`src/hw/rtl/tep_pkg.sv`:
```
package tep_pkg;

  localparam int COORD_BITS_DEF = 10;
  localparam int CFG_BITS       = 11;
  localparam int TEX_BITS       = 8;
  localparam int COLOR_BITS     = 6;
  localparam int FC_BITS        = 8;
  localparam int FRAME_WRAP     = 200;
  localparam int PADDR_BITS     = 3;

  localparam logic [CFG_BITS-1:0] WIDTH_RESET  = 11'd320;
  localparam logic [CFG_BITS-1:0] HEIGHT_RESET = 11'd240;
  localparam logic [TEX_BITS-1:0] ANGLE_HALF   = 8'd128;

  typedef enum logic [0:0] {
    REG_FRAME_WIDTH  = 1'b0,
    REG_FRAME_HEIGHT = 1'b1
  } reg_idx_t;

  // Reciprocal: 2^26 / r by long division, one quotient bit a step.
  localparam int DIV_BITS   = 27;
  localparam int DIV_STEPS  = 4;
  localparam int DIV_STAGES = (DIV_BITS + DIV_STEPS - 1) / DIV_STEPS;
  // Square root of the 27-bit quotient, one result bit a step.
  localparam int SQ_ITERS   = 14;
  localparam int SQ_STEPS   = 4;
  localparam int SQ_STAGES  = (SQ_ITERS + SQ_STEPS - 1) / SQ_STEPS;

  localparam int COR_ITERS  = 16;
  localparam int COR_STEPS  = 4;
  localparam int COR_STAGES = COR_ITERS / COR_STEPS;
  localparam int ACC_BITS   = 18;

  localparam int LAT_RADIUS = 3;
  localparam int LAT_RSQRT  = DIV_STAGES + SQ_STAGES;
  localparam int LAT_CORDIC = COR_STAGES + 2;

  localparam logic signed [ACC_BITS-1:0] ATAN_TAB [COR_ITERS] = '{
    18'sd16384, 18'sd9672, 18'sd5110, 18'sd2594, 18'sd1302, 18'sd652, 18'sd326, 18'sd163,
    18'sd81, 18'sd41, 18'sd20, 18'sd10, 18'sd5, 18'sd3, 18'sd1, 18'sd1
  };

  typedef logic [TEX_BITS-1:0]   scroll_tab_t [256];
  typedef logic [COLOR_BITS-1:0] color_tab_t  [256];

  function automatic int diff_bits(int cb);
    return ((cb + 1 > CFG_BITS) ? cb + 1 : CFG_BITS) + 1;
  endfunction

  function automatic scroll_tab_t make_x_scroll();
    scroll_tab_t t;
    for (int i = 0; i < 256; i++) t[i] = TEX_BITS'((i * 256) / 100);
    return t;
  endfunction

  function automatic scroll_tab_t make_y_scroll();
    scroll_tab_t t;
    for (int i = 0; i < 256; i++) t[i] = TEX_BITS'((i * 256) / 200);
    return t;
  endfunction

  function automatic color_tab_t make_mod37();
    color_tab_t t;
    for (int i = 0; i < 256; i++) t[i] = COLOR_BITS'(i % 37);
    return t;
  endfunction

  localparam scroll_tab_t X_SCROLL  = make_x_scroll();
  localparam scroll_tab_t Y_SCROLL  = make_y_scroll();
  localparam color_tab_t  MOD37_TAB = make_mod37();

endpackage

```
`src/hw/rtl/tep_recip_sqrt.sv`:
```
module tep_recip_sqrt #(
  parameter int COORD_BITS = tep_pkg::COORD_BITS_DEF,
  localparam int RW = 2 * tep_pkg::diff_bits(COORD_BITS)
) (
  input  logic                         clk,
  input  logic                         en,
  input  logic [RW-1:0]                r,
  output logic [tep_pkg::TEX_BITS-1:0] tex_dist
);
  import tep_pkg::*;

  typedef struct packed {
    logic [RW-1:0]       rem;
    logic [DIV_BITS-1:0] quo;
  } div_t;

  typedef struct packed {
    logic [DIV_BITS-1:0] v;
    logic [DIV_BITS:0]   res;
  } sq_t;

  function automatic div_t div_block(div_t cur, logic [RW-1:0] den, int first);
    div_t        nx;
    logic [RW:0] sh;
    nx = cur;
    for (int j = 0; j < DIV_STEPS; j++) begin
      if (first + j < DIV_BITS) begin
        // The numerator is a single one in its top bit.
        sh = {nx.rem, (first + j == 0)};
        if (sh >= (RW + 1)'(den)) begin
          sh = sh - (RW + 1)'(den);
          nx.quo[DIV_BITS-1-(first+j)] = 1'b1;
        end
        nx.rem = RW'(sh);
      end
    end
    return nx;
  endfunction

  function automatic sq_t sq_block(sq_t cur, int first);
    sq_t                nx;
    logic [DIV_BITS:0]  b;
    logic [DIV_BITS:0]  t;
    nx = cur;
    for (int j = 0; j < SQ_STEPS; j++) begin
      if (first + j < SQ_ITERS) begin
        b = (DIV_BITS + 1)'(1) << (2 * (SQ_ITERS - 1 - (first + j)));
        t = nx.res + b;
        if ({1'b0, nx.v} >= t) begin
          nx.v   = DIV_BITS'({1'b0, nx.v} - t);
          nx.res = (nx.res >> 1) + b;
        end else begin
          nx.res = nx.res >> 1;
        end
      end
    end
    return nx;
  endfunction

  div_t          div_q   [DIV_STAGES];
  logic [RW-1:0] den_q   [DIV_STAGES];
  sq_t           sq_q    [SQ_STAGES];
  logic [LAT_RSQRT-1:0] zero_q;

  always_ff @(posedge clk) begin
    if (en) begin
      div_q[0] <= div_block('0, r, 0);
      den_q[0] <= r;
      for (int s = 1; s < DIV_STAGES; s++) begin
        div_q[s] <= div_block(div_q[s-1], den_q[s-1], s * DIV_STEPS);
        den_q[s] <= den_q[s-1];
      end
      sq_q[0] <= sq_block('{v: div_q[DIV_STAGES-1].quo, res: '0}, 0);
      for (int s = 1; s < SQ_STAGES; s++) begin
        sq_q[s] <= sq_block(sq_q[s-1], s * SQ_STEPS);
      end
      zero_q <= {zero_q[LAT_RSQRT-2:0], (r == '0)};
    end
  end

  // A pixel on the centre has no defined inverse radius and reads as zero.
  assign tex_dist = zero_q[LAT_RSQRT-1] ? '0 : sq_q[SQ_STAGES-1].res[TEX_BITS-1:0];

endmodule

```
`config.mk`:
```
export PLATFORM = sky130hd
export DESIGN_NAME = tep_recip_sqrt
export DESIGN_NICKNAME = d
export VERILOG_FILES = /design/src/hw/rtl/tep_pkg.sv /design/src/hw/rtl/tep_recip_sqrt.sv
export SDC_FILE = /design/constraint.sdc
export NUM_CORES = 2
export LEC_CHECK = 0
export BUFFER_PORTS_ARGS = -buffer_cell sky130_fd_sc_hd__buf_2
export CAP_MARGIN = 25
export CELL_PAD_IN_SITES_DETAIL_PLACEMENT = 2
export CELL_PAD_IN_SITES_GLOBAL_PLACEMENT = 2
export CORE_ASPECT_RATIO = 1.1
export CORE_MARGIN = 4
export CORE_UTILIZATION = 42
export CTS_CLUSTER_SIZE = 40
export DETAILED_ROUTE_END_ITERATION = 8
export PLACE_DENSITY_LB_ADDON = 0.12
export SETUP_SLACK_MARGIN = 0.5
export SLEW_MARGIN = 20
export SYNTH_ARGS = -nofsm -noshare
export SYNTH_HDL_FRONTEND = slang
export SYNTH_SLANG_ARGS = --single-unit
```
`constraint.sdc`:
```
create_clock -name clk -period 15.3 [get_ports clk]
set_input_delay 3.06 -clock clk [delete_from_list [all_inputs] [get_ports clk]]
set_output_delay 3.06 -clock clk [all_outputs]
set_load 0.05 [all_outputs]
```
# Word-level counts from Yosys, hierarchy flattened
# Memory sizes are Yosys's and may differ from the RTL's.
# Cells that the tools add are included.
[totals]
regBits = 11
ramBits = 745
inputBits = 26
romBits = 0
word_cells = 265
mem_count = 3
latch_bits = 0
out_inout_bits = 8
[op_classes]
magnitude_cmp = 41
mul = 0
n_mux = 152
n_div = 0
reduce_logical = 1
bitwise_logic = 0
shift = 0
n_eq_ne = 0
n_addsub = 67
[memory_table]
columns = ["memory", "depth", "width", "read_ports", "rd_clocked_by_memory_dff", "wr", "line", "text"]
rows = [
  ["div_q", 7, 51, 7, 0, 7, "tep_recip_sqrt.sv:60", "div_t div_q [DIV_STAGES];"],
  ["sq_q", 4, 55, 4, 0, 4, "tep_recip_sqrt.sv:62", "sq_t sq_q [SQ_STAGES];"],
  ["den_q", 7, 24, 6, 0, 7, "tep_recip_sqrt.sv:61", "logic [RW-1:0] den_q [DIV_STAGES];"],
]
[op_table]
columns = ["cell", "count"]
rows = [
  ["$mux 24", 53],
  ["$mux 55", 14],
  ["$ge 25x24->1", 26],
  ["$sub 24x24->24", 26],
  ["$mux 27", 15],
  ["$ge 27x28->1", 13],
  ["$mux 28", 13],
  ["$sub 27x27->27", 13],
  ["$mux 1", 55],
  ["$add 27x1->28 const B", 1],
  ["$add 27x11->28 const B", 1],
  ["$add 27x13->28 const B", 1],
  ["$add 27x15->28 const B", 1],
  ["$add 27x17->28 const B", 1],
  ["$add 27x19->28 const B", 1],
  ["$add 27x21->28 const B", 1],
  ["$add 27x23->28 const B", 1],
  ["$add 27x25->28 const B", 1],
  ["$add 27x3->28 const B", 1],
  ["$add 27x5->28 const B", 1],
  ["$add 27x7->28 const B", 1],
  ["$add 27x9->28 const B", 1],
  ["$add 28x1->28 const B", 1],
  ["$add 28x11->28 const B", 1],
  ["18 further kinds", 18],
]

# Depth between registers and ports, before layout
# An unclocked memory read counts as a cell.
[depth]
depth_word = 17
depth_mapped = 66
ltp_nobuf = 61

# Least setup slack after synthesis
# Ideal clock, no wire load.
[synth_path]
path_type = "input to register"
from = "input r[16]"
to = "memory div_q[0][31] in the netlist's numbering, data pin"
path_stages = 58
path_buffers = 6
path_slack_ps = 1106
required_time_ps = 15022
setup_ps = 278
arrival_time_ps = 13916
path_cell_list = "nor4_1 -> nand4_1 -> nor4_1 -> and4_1 -> inv_1 -> nand2_1 -> nand2_1 -> ha_1 -> nor2b_1 -> o21ai_0 -> a21oi_1 -> o21ai_0 -> nand2b_1 -> a21o_1 -> a221oi_1 -> a311o_1 -> a31oi_1 -> a221o_1 -> [22 not listed] -> nor2b_1 -> o21ai_0 -> nand2b_1 -> a21o_1 -> a21o_1 -> a21o_1 -> a221o_1 -> a211oi_1 -> o31ai_1 -> o41ai_1 -> a21oi_1 -> a211o_1 -> a211o_1 -> and2_1 -> clkbuf_1 -> clkbuf_1 -> nand2_1 -> o221ai_1"
[synth_rtl]
columns = ["item", "line", "text"]
rows = [
  ["start: declaration", "tep_recip_sqrt.sv:7", "input logic [RW-1:0] r,"],
  ["end: declaration", "tep_recip_sqrt.sv:60", ""],
]

==> out/qor.yml <==
status: "complete, no violations"
dpl.hpwl_mm: 180
drtIter0Drc: 3000
place_inst: 8350
fmax_mhz: 70.2
hold_path.class: "reg -> reg"
grt-ovfl-total: 0
htreeDepth: 3
holdWs_ps: 419
crit_top_cell: "o21ai_0"
dr_total_vias: 52472
fin_tns_setup_ps: 0
ant_nets: 0
nets: 7423
slew-limit-headroom_pct: 22.0
wl_mm: 224
firstDrtPassIters: 6
setup.worst_path.end_class: "register"
syn_nets: 7337
yosysTopAreaCell: "edfxtp_1"
gp_congestion: 0.900
numCtsBuffers: 67
initial_core_util_pct: 42.5
hold_viol: 0
period_minus_slack_ps: 14250
worstPathRequired_ps: 15720
tightest_slew_ps: 1170
async_reset_ff_share_pct: 0
grt_pass1_wl_mm: 343
io_pins: 34
cts_num_sinks: 523
via_per_inst: 6.17
avgSynthCellArea_sq_um: 8.72
portBuffers: 33
drv_cap: 0
slew_viol_final: 0
worstHoldPathCells: 0
rsz0062_at_grt: "false"
r2r_cells: 59
hold_buffers: 0
cp_max_fo: 24
yosysWarnings: 0
core_sq_mm: 0.135
grt_max_degree: 178
startpoint_type: "register"
cts_tree: "yes"
layout.cells.non_filler: 8504
synth_edf_count: 523
clockRootBuffer: "clkbuf_16"
skew_ps: 40.4
die_h_microns: 396
setup_viol: 0
post_drt_wl_per_cell_microns: 26.4
cp_data_arrival_time_ps: 14670
drive_gt1_share_pct: 10.3
clock_latency_ps: 700
row_count: 141
antenna_found_initial: 8
netlist.area_leader.share_pct: 27.4
ys_top_cells_by_area: "edfxtp_1 27%, ha_1 16%, xnor2_1 5.4%"
ys_seq_elements: 523
max_stage_delay_ps: 560
syn_area_sq_mm: 0.0574
syn_to_final_growth_pct: 9.53
cp_slowest_cell: "edfxtp_1"
synth_cells: 6578
dieArea_sq_mm: 0.143
chipWidth_microns: 360
timing_worst_setup_path_type: "reg -> reg"
synth-main-ff-cell: "edfxtp_1"
cts_max_path_buffers: 3
grt_pass1_vias: 57424
drc_errors: 0
clk_pin_slew_ps: 60
yosysUniqueCellTypes: 97
synth-seq-area-share_pct: 27.4
min_period_over_period_pct: 93.1
grt.total_usage_pct: 30.3
[state kept, by name, indices dropped and copies added, names as in the netlist]
register,count
zero_q,11
sq_q,113
den_q,144
div_q,255
[kinds of logic (layout without fill, tap and decap cells)]
kind of cell / count (synthesis) / after routing / share of synthesized area, %
buffers and inverters: 621 / 757 / 4.13
adders and majority gates: 733 / 733 / 16.1
other: 0 / 3 / 0
muxes: 322 / 322 / 6.20
AOI/OAI and AO/OA: 1883 / 1883 / 21.0
DFF: 523 / 523 / 27.4
xor gates and xnor gates: 575 / 575 / 8.79
and+or+nand+nor: 1921 / 1921 / 16.5
[timing repair]
action / CTS / global route
endpoints found under the setup margin: 95 / 150
hold endpoints to repair: 0 / 0
pin swaps: 2 / 4
resized for setup: 28 / 91
setup buffers: 5 / 26
[area by class of cell]
| class | count | area, sq um |
|---|---|---|
| diodes | 3 | 7.51 |
| clock buffers | 75 | 1750 |
| clock inverters | 44 | 444 |
| fillers | 14860 | 72100 |
| inverters | 485 | 1830 |
| multi-input cells | 5434 | 39700 |
| flip-flops and latches | 523 | 15700 |
| well taps | 1787 | 2240 |
| repair buffers | 153 | 1170 |
[path summary, 6_finish.rpt]
path	from	endpoint	slack, ps
setup / recovery	den_q[3][2]$_DFFE_PP_	div_q[4][29]$_DFFE_PP_	1050
hold reg to reg	div_q[2][15]$_DFFE_PP_	div_q[3][15]$_DFFE_PP_	420
hold / removal	div_q[2][15]$_DFFE_PP_	div_q[3][15]$_DFFE_PP_	420
setup reg to reg	den_q[3][2]$_DFFE_PP_	div_q[4][29]$_DFFE_PP_	1050
[metal layers]
metal	GRT usage, %	wire length (microns)
met1	34.7	90700
met2	57.2	117000
met3	2.12	5190
met4	14.2	11800
met5	0	13
[critical path: cells and delay by family, from the launching register on]
kind,cells,cell delay (ps)
AO/OA/AOI/OAI,33,7210
adder cells (fa/ha/maj),4,1420
buffers and inverters,7,1750
flip-flops,1,560
multiplexers,3,1050
AND/OR/NAND/NOR,12,1930
[stage by stage]
stage | util [%] | instance area, sq um | worst slack (ps)
final | 46.6 | 62800 | 1050
after CTS | 46.2 | 62400 | 504
after detailed placement | 44.5 | 60000 | -1080
after floorplan | - | 57400 | 1110
after global placement | 44.5 | 60000 | -276
after global routing | 46.6 | 62800 | 383
[cell usage in the layout, fill, tap and decap left out, types with 110 or more instances in the layout]
cell / instances
xnor2_1: 353
a21oi_1: 559
inv_1: 468
mux2_2: 259
a21o_1: 245
nor3_1: 149
nand4_1: 112
nand3_1: 145
ha_1: 727
nand2_1: 490
edfxtp_1: 523
nor2_1: 470
xor2_1: 221
buf_4: 110
o21ai_0: 356
[synth_stat cells, types with 16 or more instances]
cell type,n
nand3b_1,16
a21o_1,245
o211ai_1,35
a21oi_1,569
xnor2_1,353
o31a_1,19
nand3_1,145
mux2i_1,59
mux2_2,259
nor2b_1,109
xor2_1,221
a211o_1,27
or2_2,55
a211oi_1,45
o21ai_0,383
nor3_1,151
nor2_1,473
or4_1,16
nand2_1,492
clkbuf_1,112
a21boi_0,43
and2_1,47
and3_1,61
o221ai_1,32
nand4_1,112
inv_1,474
a31oi_1,76
edfxtp_1,523
or3_1,55
buf_1,16
o21a_1,77
o31ai_1,67
and4_1,21
ha_1,727
nand2b_1,77
o21bai_1,77
nor4_1,49
Power is not shown: default switching activity piles up to over one toggle a cycle in this logic, so the estimate is an artifact.
