===== config.mk =====
export PLATFORM = sky130hd
export DESIGN_NAME = tep_cordic
export DESIGN_NICKNAME = d
export VERILOG_FILES = /design/src/hw/rtl/tep_pkg.sv /design/src/hw/rtl/tep_cordic.sv
export SDC_FILE = /design/constraint.sdc
export NUM_CORES = 2
export LEC_CHECK = 0
export ABC_CLOCK_PERIOD_IN_PS = 17400
export BUFFER_PORTS_ARGS = -buffer_cell sky130_fd_sc_hd__buf_2
export CAP_MARGIN = 15
export CORE_UTILIZATION = 61
export DETAILED_ROUTE_END_ITERATION = 16
export GPL_TIMING_DRIVEN = 0
export PLACE_DENSITY = 0.79
export SYNTH_ARGS = -nofsm -noshare
export SYNTH_HDL_FRONTEND = slang
export SYNTH_SLANG_ARGS = --single-unit

===== constraint.sdc =====
create_clock -name clk -period 17.4 [get_ports clk]
set_input_delay 0 -clock clk [delete_from_list [all_inputs] [get_ports clk]]
set_output_delay 0 -clock clk [all_outputs]
set_load 0.1 [all_outputs]

===== src/hw/rtl/tep_pkg.sv =====
package tep_pkg;

  localparam int COORD_BITS_DEF = 10;
  localparam int CFG_BITS       = 11;
  localparam int TEX_BITS       = 8;
  localparam int COLOR_BITS     = 6;
  localparam int FC_BITS        = 8;
  localparam int FRAME_WRAP     = 200;
  localparam int PADDR_BITS     = 3;

  localparam logic [CFG_BITS-1:0] WIDTH_RESET  = 11'd320;
  localparam logic [CFG_BITS-1:0] HEIGHT_RESET = 11'd240;
  localparam logic [TEX_BITS-1:0] ANGLE_HALF   = 8'd128;

  typedef enum logic [0:0] {
    REG_FRAME_WIDTH  = 1'b0,
    REG_FRAME_HEIGHT = 1'b1
  } reg_idx_t;

  // Reciprocal: 2^26 / r by long division, one quotient bit a step.
  localparam int DIV_BITS   = 27;
  localparam int DIV_STEPS  = 4;
  localparam int DIV_STAGES = (DIV_BITS + DIV_STEPS - 1) / DIV_STEPS;
  // Square root of the 27-bit quotient, one result bit a step.
  localparam int SQ_ITERS   = 14;
  localparam int SQ_STEPS   = 4;
  localparam int SQ_STAGES  = (SQ_ITERS + SQ_STEPS - 1) / SQ_STEPS;

  localparam int COR_ITERS  = 16;
  localparam int COR_STEPS  = 4;
  localparam int COR_STAGES = COR_ITERS / COR_STEPS;
  localparam int ACC_BITS   = 18;

  localparam int LAT_RADIUS = 3;
  localparam int LAT_RSQRT  = DIV_STAGES + SQ_STAGES;
  localparam int LAT_CORDIC = COR_STAGES + 2;

  localparam logic signed [ACC_BITS-1:0] ATAN_TAB [COR_ITERS] = '{
    18'sd16384, 18'sd9672, 18'sd5110, 18'sd2594, 18'sd1302, 18'sd652, 18'sd326, 18'sd163,
    18'sd81, 18'sd41, 18'sd20, 18'sd10, 18'sd5, 18'sd3, 18'sd1, 18'sd1
  };

  typedef logic [TEX_BITS-1:0]   scroll_tab_t [256];
  typedef logic [COLOR_BITS-1:0] color_tab_t  [256];

  function automatic int diff_bits(int cb);
    return ((cb + 1 > CFG_BITS) ? cb + 1 : CFG_BITS) + 1;
  endfunction

  function automatic scroll_tab_t make_x_scroll();
    scroll_tab_t t;
    for (int i = 0; i < 256; i++) t[i] = TEX_BITS'((i * 256) / 100);
    return t;
  endfunction

  function automatic scroll_tab_t make_y_scroll();
    scroll_tab_t t;
    for (int i = 0; i < 256; i++) t[i] = TEX_BITS'((i * 256) / 200);
    return t;
  endfunction

  function automatic color_tab_t make_mod37();
    color_tab_t t;
    for (int i = 0; i < 256; i++) t[i] = COLOR_BITS'(i % 37);
    return t;
  endfunction

  localparam scroll_tab_t X_SCROLL  = make_x_scroll();
  localparam scroll_tab_t Y_SCROLL  = make_y_scroll();
  localparam color_tab_t  MOD37_TAB = make_mod37();

endpackage


===== src/hw/rtl/tep_cordic.sv =====
module tep_cordic #(
  parameter int COORD_BITS = tep_pkg::COORD_BITS_DEF,
  localparam int DW = tep_pkg::diff_bits(COORD_BITS)
) (
  input  logic                         clk,
  input  logic                         en,
  input  logic signed [DW-1:0]         dx,
  input  logic signed [DW-1:0]         dy,
  output logic [tep_pkg::TEX_BITS-1:0] angle
);
  import tep_pkg::*;

  localparam int CW = DW + 18;

  typedef struct packed {
    logic signed [CW-1:0]       x;
    logic signed [CW-1:0]       y;
    logic signed [ACC_BITS-1:0] acc;
  } cor_t;

  function automatic cor_t cor_block(cor_t cur, int first);
    cor_t                 nx;
    logic signed [CW-1:0] xs;
    logic signed [CW-1:0] ys;
    nx = cur;
    for (int j = 0; j < COR_STEPS; j++) begin
      xs = nx.x >>> (first + j);
      ys = nx.y >>> (first + j);
      if (nx.y >= 0) begin
        nx.x   = nx.x + ys;
        nx.y   = nx.y - xs;
        nx.acc = nx.acc + ATAN_TAB[first+j];
      end else begin
        nx.x   = nx.x - ys;
        nx.y   = nx.y + xs;
        nx.acc = nx.acc - ATAN_TAB[first+j];
      end
    end
    return nx;
  endfunction

  cor_t                 pre;
  cor_t                 it_q [COR_STAGES+1];
  logic signed [CW-1:0] x0, y0;
  logic [COR_STAGES:0]  zero_q, behind_q;
  logic signed [ACC_BITS-1:0] acc_f;
  logic signed [ACC_BITS-1:0] quot;

  // Bring the vector into the right half plane before the iterations.
  always_comb begin
    x0 = CW'(dy) <<< 16;
    y0 = CW'(dx) <<< 16;
    pre = '{x: x0, y: y0, acc: '0};
    if (x0 < 0) begin
      if (y0 >= 0) begin
        pre = '{x: y0, y: -x0, acc: 18'sd32768};
      end else begin
        pre = '{x: -y0, y: x0, acc: -18'sd32768};
      end
    end
  end

  always_ff @(posedge clk) begin
    if (en) begin
      it_q[0]  <= pre;
      zero_q   <= {zero_q[COR_STAGES-1:0], (dx == '0) && (dy == '0)};
      behind_q <= {behind_q[COR_STAGES-1:0], (dx == '0) && (dy < 0)};
      for (int s = 1; s <= COR_STAGES; s++) begin
        it_q[s] <= cor_block(it_q[s-1], (s - 1) * COR_STEPS);
      end
    end
  end

  // Division by 512 rounds towards zero.
  always_comb begin
    acc_f = it_q[COR_STAGES].acc;
    quot  = acc_f >>> 9;
    if (acc_f < 0 && acc_f[8:0] != '0) quot = quot + 1'b1;
  end

  always_ff @(posedge clk) begin
    if (en) begin
      if (behind_q[COR_STAGES]) begin
        angle <= ANGLE_HALF;
      end else if (zero_q[COR_STAGES]) begin
        angle <= '0;
      end else begin
        angle <= quot[TEX_BITS-1:0];
      end
    end
  end

endmodule


Yosys cells after proc, flatten, opt, wreduce, memory -nomap -nowiden
Memories as Yosys holds them, arrays and structs flattened.
Index checks and enable logic that the tools add are counted.
{"block": "op_classes", "div_mod_pow": 0, "mul": 0, "bitwise_logic": 0, "reduce_logical": 7, "mux": 38, "n_shift": 0, "n_eq_ne": 0, "addsub": 98, "order_cmp": 20}
{"cell": "$mux W78", "count": 34}
{"cell": "$ge A30 B1 Y1 const B", "count": 16}
{"cell": "$add A30 B15 Y30", "count": 2}
{"cell": "$add A30 B16 Y30", "count": 2}
{"cell": "$add A30 B17 Y30", "count": 2}
{"cell": "$add A30 B18 Y30", "count": 2}
{"cell": "$add A30 B19 Y30", "count": 2}
{"cell": "$add A30 B20 Y30", "count": 2}
{"cell": "$add A30 B21 Y30", "count": 2}
{"cell": "$add A30 B22 Y30", "count": 2}
{"cell": "$add A30 B23 Y30", "count": 2}
{"cell": "$add A30 B24 Y30", "count": 2}
{"cell": "$add A30 B25 Y30", "count": 2}
{"cell": "$add A30 B26 Y30", "count": 2}
{"cell": "$add A30 B27 Y30", "count": 2}
{"cell": "$add A30 B28 Y30", "count": 2}
{"cell": "$add A30 B29 Y30", "count": 2}
{"cell": "$neg A28 Y30", "count": 2}
{"cell": "$sub A30 B15 Y30", "count": 2}
{"cell": "$sub A30 B16 Y30", "count": 2}
{"cell": "$sub A30 B17 Y30", "count": 2}
{"cell": "$sub A30 B18 Y30", "count": 2}
{"cell": "$sub A30 B19 Y30", "count": 2}
{"cell": "$sub A30 B20 Y30", "count": 2}
{"cell": "52 further kinds", "count": 69}
{"block": "word_totals", "mem_count": 1, "elab_cells": 168, "out_inout_bits": 8, "in_bits": 26, "latchBits": 0, "romBits": 0, "mem_bits_rw": 390, "reg_bits": 18}
{"memory": "it_q", "depth": 5, "word_bits": 78, "rd": 5, "rd_ports_with_merged_regs": 0, "write_ports": 5, "line_no": "tep_cordic.sv:43", "source": "cor_t it_q [COR_STAGES+1];"}

Logic depth before layout (Yosys ltp)
An unclocked memory read counts as a cell.
{"block": "logic_depth", "depth_word": 13, "depth_mapped": 89, "mapped_depth_nobuf": 82}

Least setup slack after synthesis
No wires, ideal clock.
{"block": "synth_timing", "kind": "register to register", "startpoint": "mem it_q[0][203] (netlist name)", "endpoint": "mem it_q[0][310] (netlist name), data pin", "setup_time_ps": 266, "t_required_ps": 17134, "path_stages_with_launch": 88, "slack_ps": -1121, "arrival_time_ps": 18255, "period_less_slack_ps": 18521, "path_cell_list": "edfxtp_1 > clkbuf_1 > clkbuf_1 > clkbuf_1 > mux2i_1 > ha_1 > nor2b_1 > o21ai_0 > a21boi_0 > o21ai_0 > a21boi_0 > o21ai_0 > a21boi_0 > o21ai_0 > a21oi_1 > o21ai_0 > o21ai_0 > o211ai_1 > [52 not listed] > a21oi_1 > o21bai_1 > a21oi_1 > o21bai_1 > a21oi_1 > o21bai_1 > a21oi_1 > o21bai_1 > a21oi_1 > o21ai_0 > a21oi_1 > o21ai_0 > o41ai_1 > o21ai_0 > o41a_1 > a41o_1 > o41ai_1 > xnor2_1"}
{"item": "start, declared", "line_no": "tep_cordic.sv:43"}

==> results.py <==
metrics = {
    "clocking": {
        "cts_tree": "done",
        "cts-root-buf": "clkbuf_16",
        "cts_buffers": 36,
        "clock_latency_ns": 0.61,
        "cts_sinks": 264,
        "clockBufferDepth": 3,
        "clk_pin_slew_ns": 0.07,
        "htreeDepth": 2,
    },
    "die": {
        "dieArea_sq_mm": 0.0990,
        "initial_core_util": 0.617,
        "die_height_um": 315,
        "ios": 34,
        "die_x_um": 315,
        "fp.coreArea_sq_mm": 0.0967,
        "placement_rows": 114,
    },
    "placement": {
        "pre_cts_ws_ns": -6.49,
        "gp_congestion": 0.991,
        "dp.cells": 9120,
        "dp_hpwl_mm": 151,
        "placed_cell_area_sq_mm": 0.0618,
        "io_buffer_count": 33,
    },
    "timing": {
        "period_share": 0.971,
        "relSlewSlack": 0.124,
        "drv_slew": 0,
        "timing.fmax_ghz": 0.0592,
        "fin_skew_ns": 0.0257,
        "fin_ws_ns": 0.509,
        "finalCriticalPeriod_ns": 16.89,
        "hold_viol": 0,
        "setup-tns-final_ns": 0,
        "worst_pin_slew_ns": 1.30,
        "setup_viol": 0,
    },
    "worst_hold_path": {
        "hold_path.class": "in -> reg",
    },
    "flow_run": {
        "maxCapViolCount": 0,
    },
    "worst_setup_path": {
        "cp_top_family": "compound AO/OA/AOI/OAI gates",
        "max_stage_delay_ns": 0.45,
        "endpoint_kind": "register",
        "cp_num_buf_inv": 9,
        "start_kind": "register",
        "worstPathArrival_ns": 17.37,
        "cp.required_ns": 17.88,
        "cp_slowest_cell": "or4_4",
        "path_class": "reg -> reg",
        "cp_common_cell": "o21ai_2",
        "critPathMaxFanout": 24,
    },
    "logic_synthesis": {
        "synth_area_leaders": "ha_1 (20%), edfxtp_1 (13%), xnor2_1 (11%)",
        "yosysWarnings": 0,
        "synth-seq-cells": 264,
        "synth_top_area_share": 0.199,
        "synth.avg_cell_area_sq_um": 7.71,
        "async_reset_ff_frac": 0,
        "synth_area_sq_mm": 0.0596,
        "yosysSeqAreaShare": 0.133,
        "synthFlopType": "edfxtp_1",
        "syn_inst": 7732,
        "yosysUniqueCellTypes": 94,
        "synth_area_leader_cell": "ha_1",
        "synth_edf_count": 264,
    },
    "drt": {
        "num_vias": 58600,
        "viasPerCell": 6.29,
        "drc": 0,
        "wirelength_mm": 186,
        "initialDrtViolationCount": 4992,
        "detail-route-antenna-nets": 0,
        "first_pass_iters": 6,
        "wl_per_cell_um": 20.0,
    },
    "global_routing": {
        "met1_usage": 0.437,
        "grt_max_degree": 116,
        "grt_pass1_vias": 54300,
        "use_met3": 0.0514,
        "grt_overflow": 0,
        "busiest_layer": "met2",
        "grt.total_usage": 0.359,
        "grt_antenna_before_repair": 0,
        "gr-usage-met2": 0.619,
        "grt_pass1_wl_mm": 286,
    },
    "final_layout": {
        "fin_area_sq_mm": 0.0655,
        "area_growth_pct": 9.91,
        "layoutNonFillerInstCount": 9319,
        "num-fill-cells": 8160,
        "drive_above_1_share": 0.0696,
        "nNetsFinal": 9021,
    },
    "status": {
        "status": "finished clean",
    },
}
path summary, 6_finish.rpt:
check,cells past startpoint,endpoint,slack [ns],startpoint
max,87,it_q[0][280],0.51,it_q[0][213]
min,2,it_q[0][15],0.21,dy[11]
max reg2reg,87,it_q[0][280],0.51,it_q[0][213]
min reg2reg,0,behind_q[4],0.42,behind_q[3]
layer usage:
| layer | share of wire | wire length, um |
|---|---|---|
| met5 | 0 | 0 |
| met1 | 0.41 | 75600 |
| met2 | 0.47 | 87800 |
| met3 | 0.070 | 13000 |
| met4 | 0.052 | 9720 |
repair_timing:
item,CTS,global route
hold endpoints to repair,85,0
gates cloned,0,4
gates resized for setup,209,204
hold buffers,37,0
endpoints found under the setup margin,153,87
setup buffers,44,55
pin swaps,40,78
cells in the mapped netlist, drive strengths merged, types with 21 or more instances:
library cell	number
edfxtp	264
a31o	23
nor2	708
ha	950
and2	62
or3	90
nand2	425
or4	45
or2	52
nor2b	85
a31oi	117
o41ai	30
nand3	142
nor4	65
fa	30
xor2	386
a21boi	69
xnor2	760
nor3	234
nand4	56
and3	72
clkbuf	150
o31ai	103
a2111oi	22
o21bai	174
mux2i	32
a211o	23
o21a	101
a21oi	681
mux2	21
inv	564
a211oi	44
o211ai	38
a21o	236
nand2b	100
nand3b	27
o21ai	469
area by class of cell:
type                            count  area (sq um)  area share
Sequential cell                   264          7930       0.121
Clock inverter                     25           284     0.00433
Tap cell                         1276          1600      0.0244
Clock buffer                       40           937      0.0143
Antenna cell                        1          2.50   0.0000382
Timing Repair Buffer              183          1490      0.0227
Buffer                            151           831      0.0127
Inverter                          573          2170      0.0332
Multi-Input combinational cell   6806         50300       0.767
state kept, by name, summed over array words and instances (netlist names):
name      count
zero_q        5
angle         8
it_q        246
behind_q      5
logic make-up (layout without fill, tap and decap cells):
kind of cell / count (synthesis) / in the layout / share of synthesized area
and+or+nand+nor: 2245 / 2246 / 0.185
adders and majority gates: 981 / 981 / 0.210
AOI/OAI and AO/OA: 2303 / 2303 / 0.247
xor gates and xnor gates: 1148 / 1148 / 0.169
buffers and inverters: 737 / 972 / 0.0468
muxes: 53 / 53 / 0.00940
DFF: 264 / 264 / 0.133
other: 1 / 76 / 0.0000629
placed cells by master (no fill, tap or decap), types with 97 or more instances in the layout:
cell and instances:
nand2_1 420, nor2_1 698, a31oi_1 113, xor2_1 380
edfxtp_1 264, nor3_1 225, nand3_1 137, a21o_1 236
ha_1 945, inv_1 556, buf_4 106, nand2b_1 100
o21ai_0 418, clkbuf_1 97, o21a_1 99, a21oi_1 646
xnor2_1 755, o31ai_1 98, o21bai_1 173
stage by stage:
step	hold slack [ns]	util
finish	0.209	0.678
detailed placement	0.255	0.639
global route	0.217	0.678
CTS	0.173	0.666
floorplan	0.0989	-
global placement	0.258	0.638
Power is not shown: default switching activity piles up to over one toggle a cycle in this logic, so the estimate is an artifact.
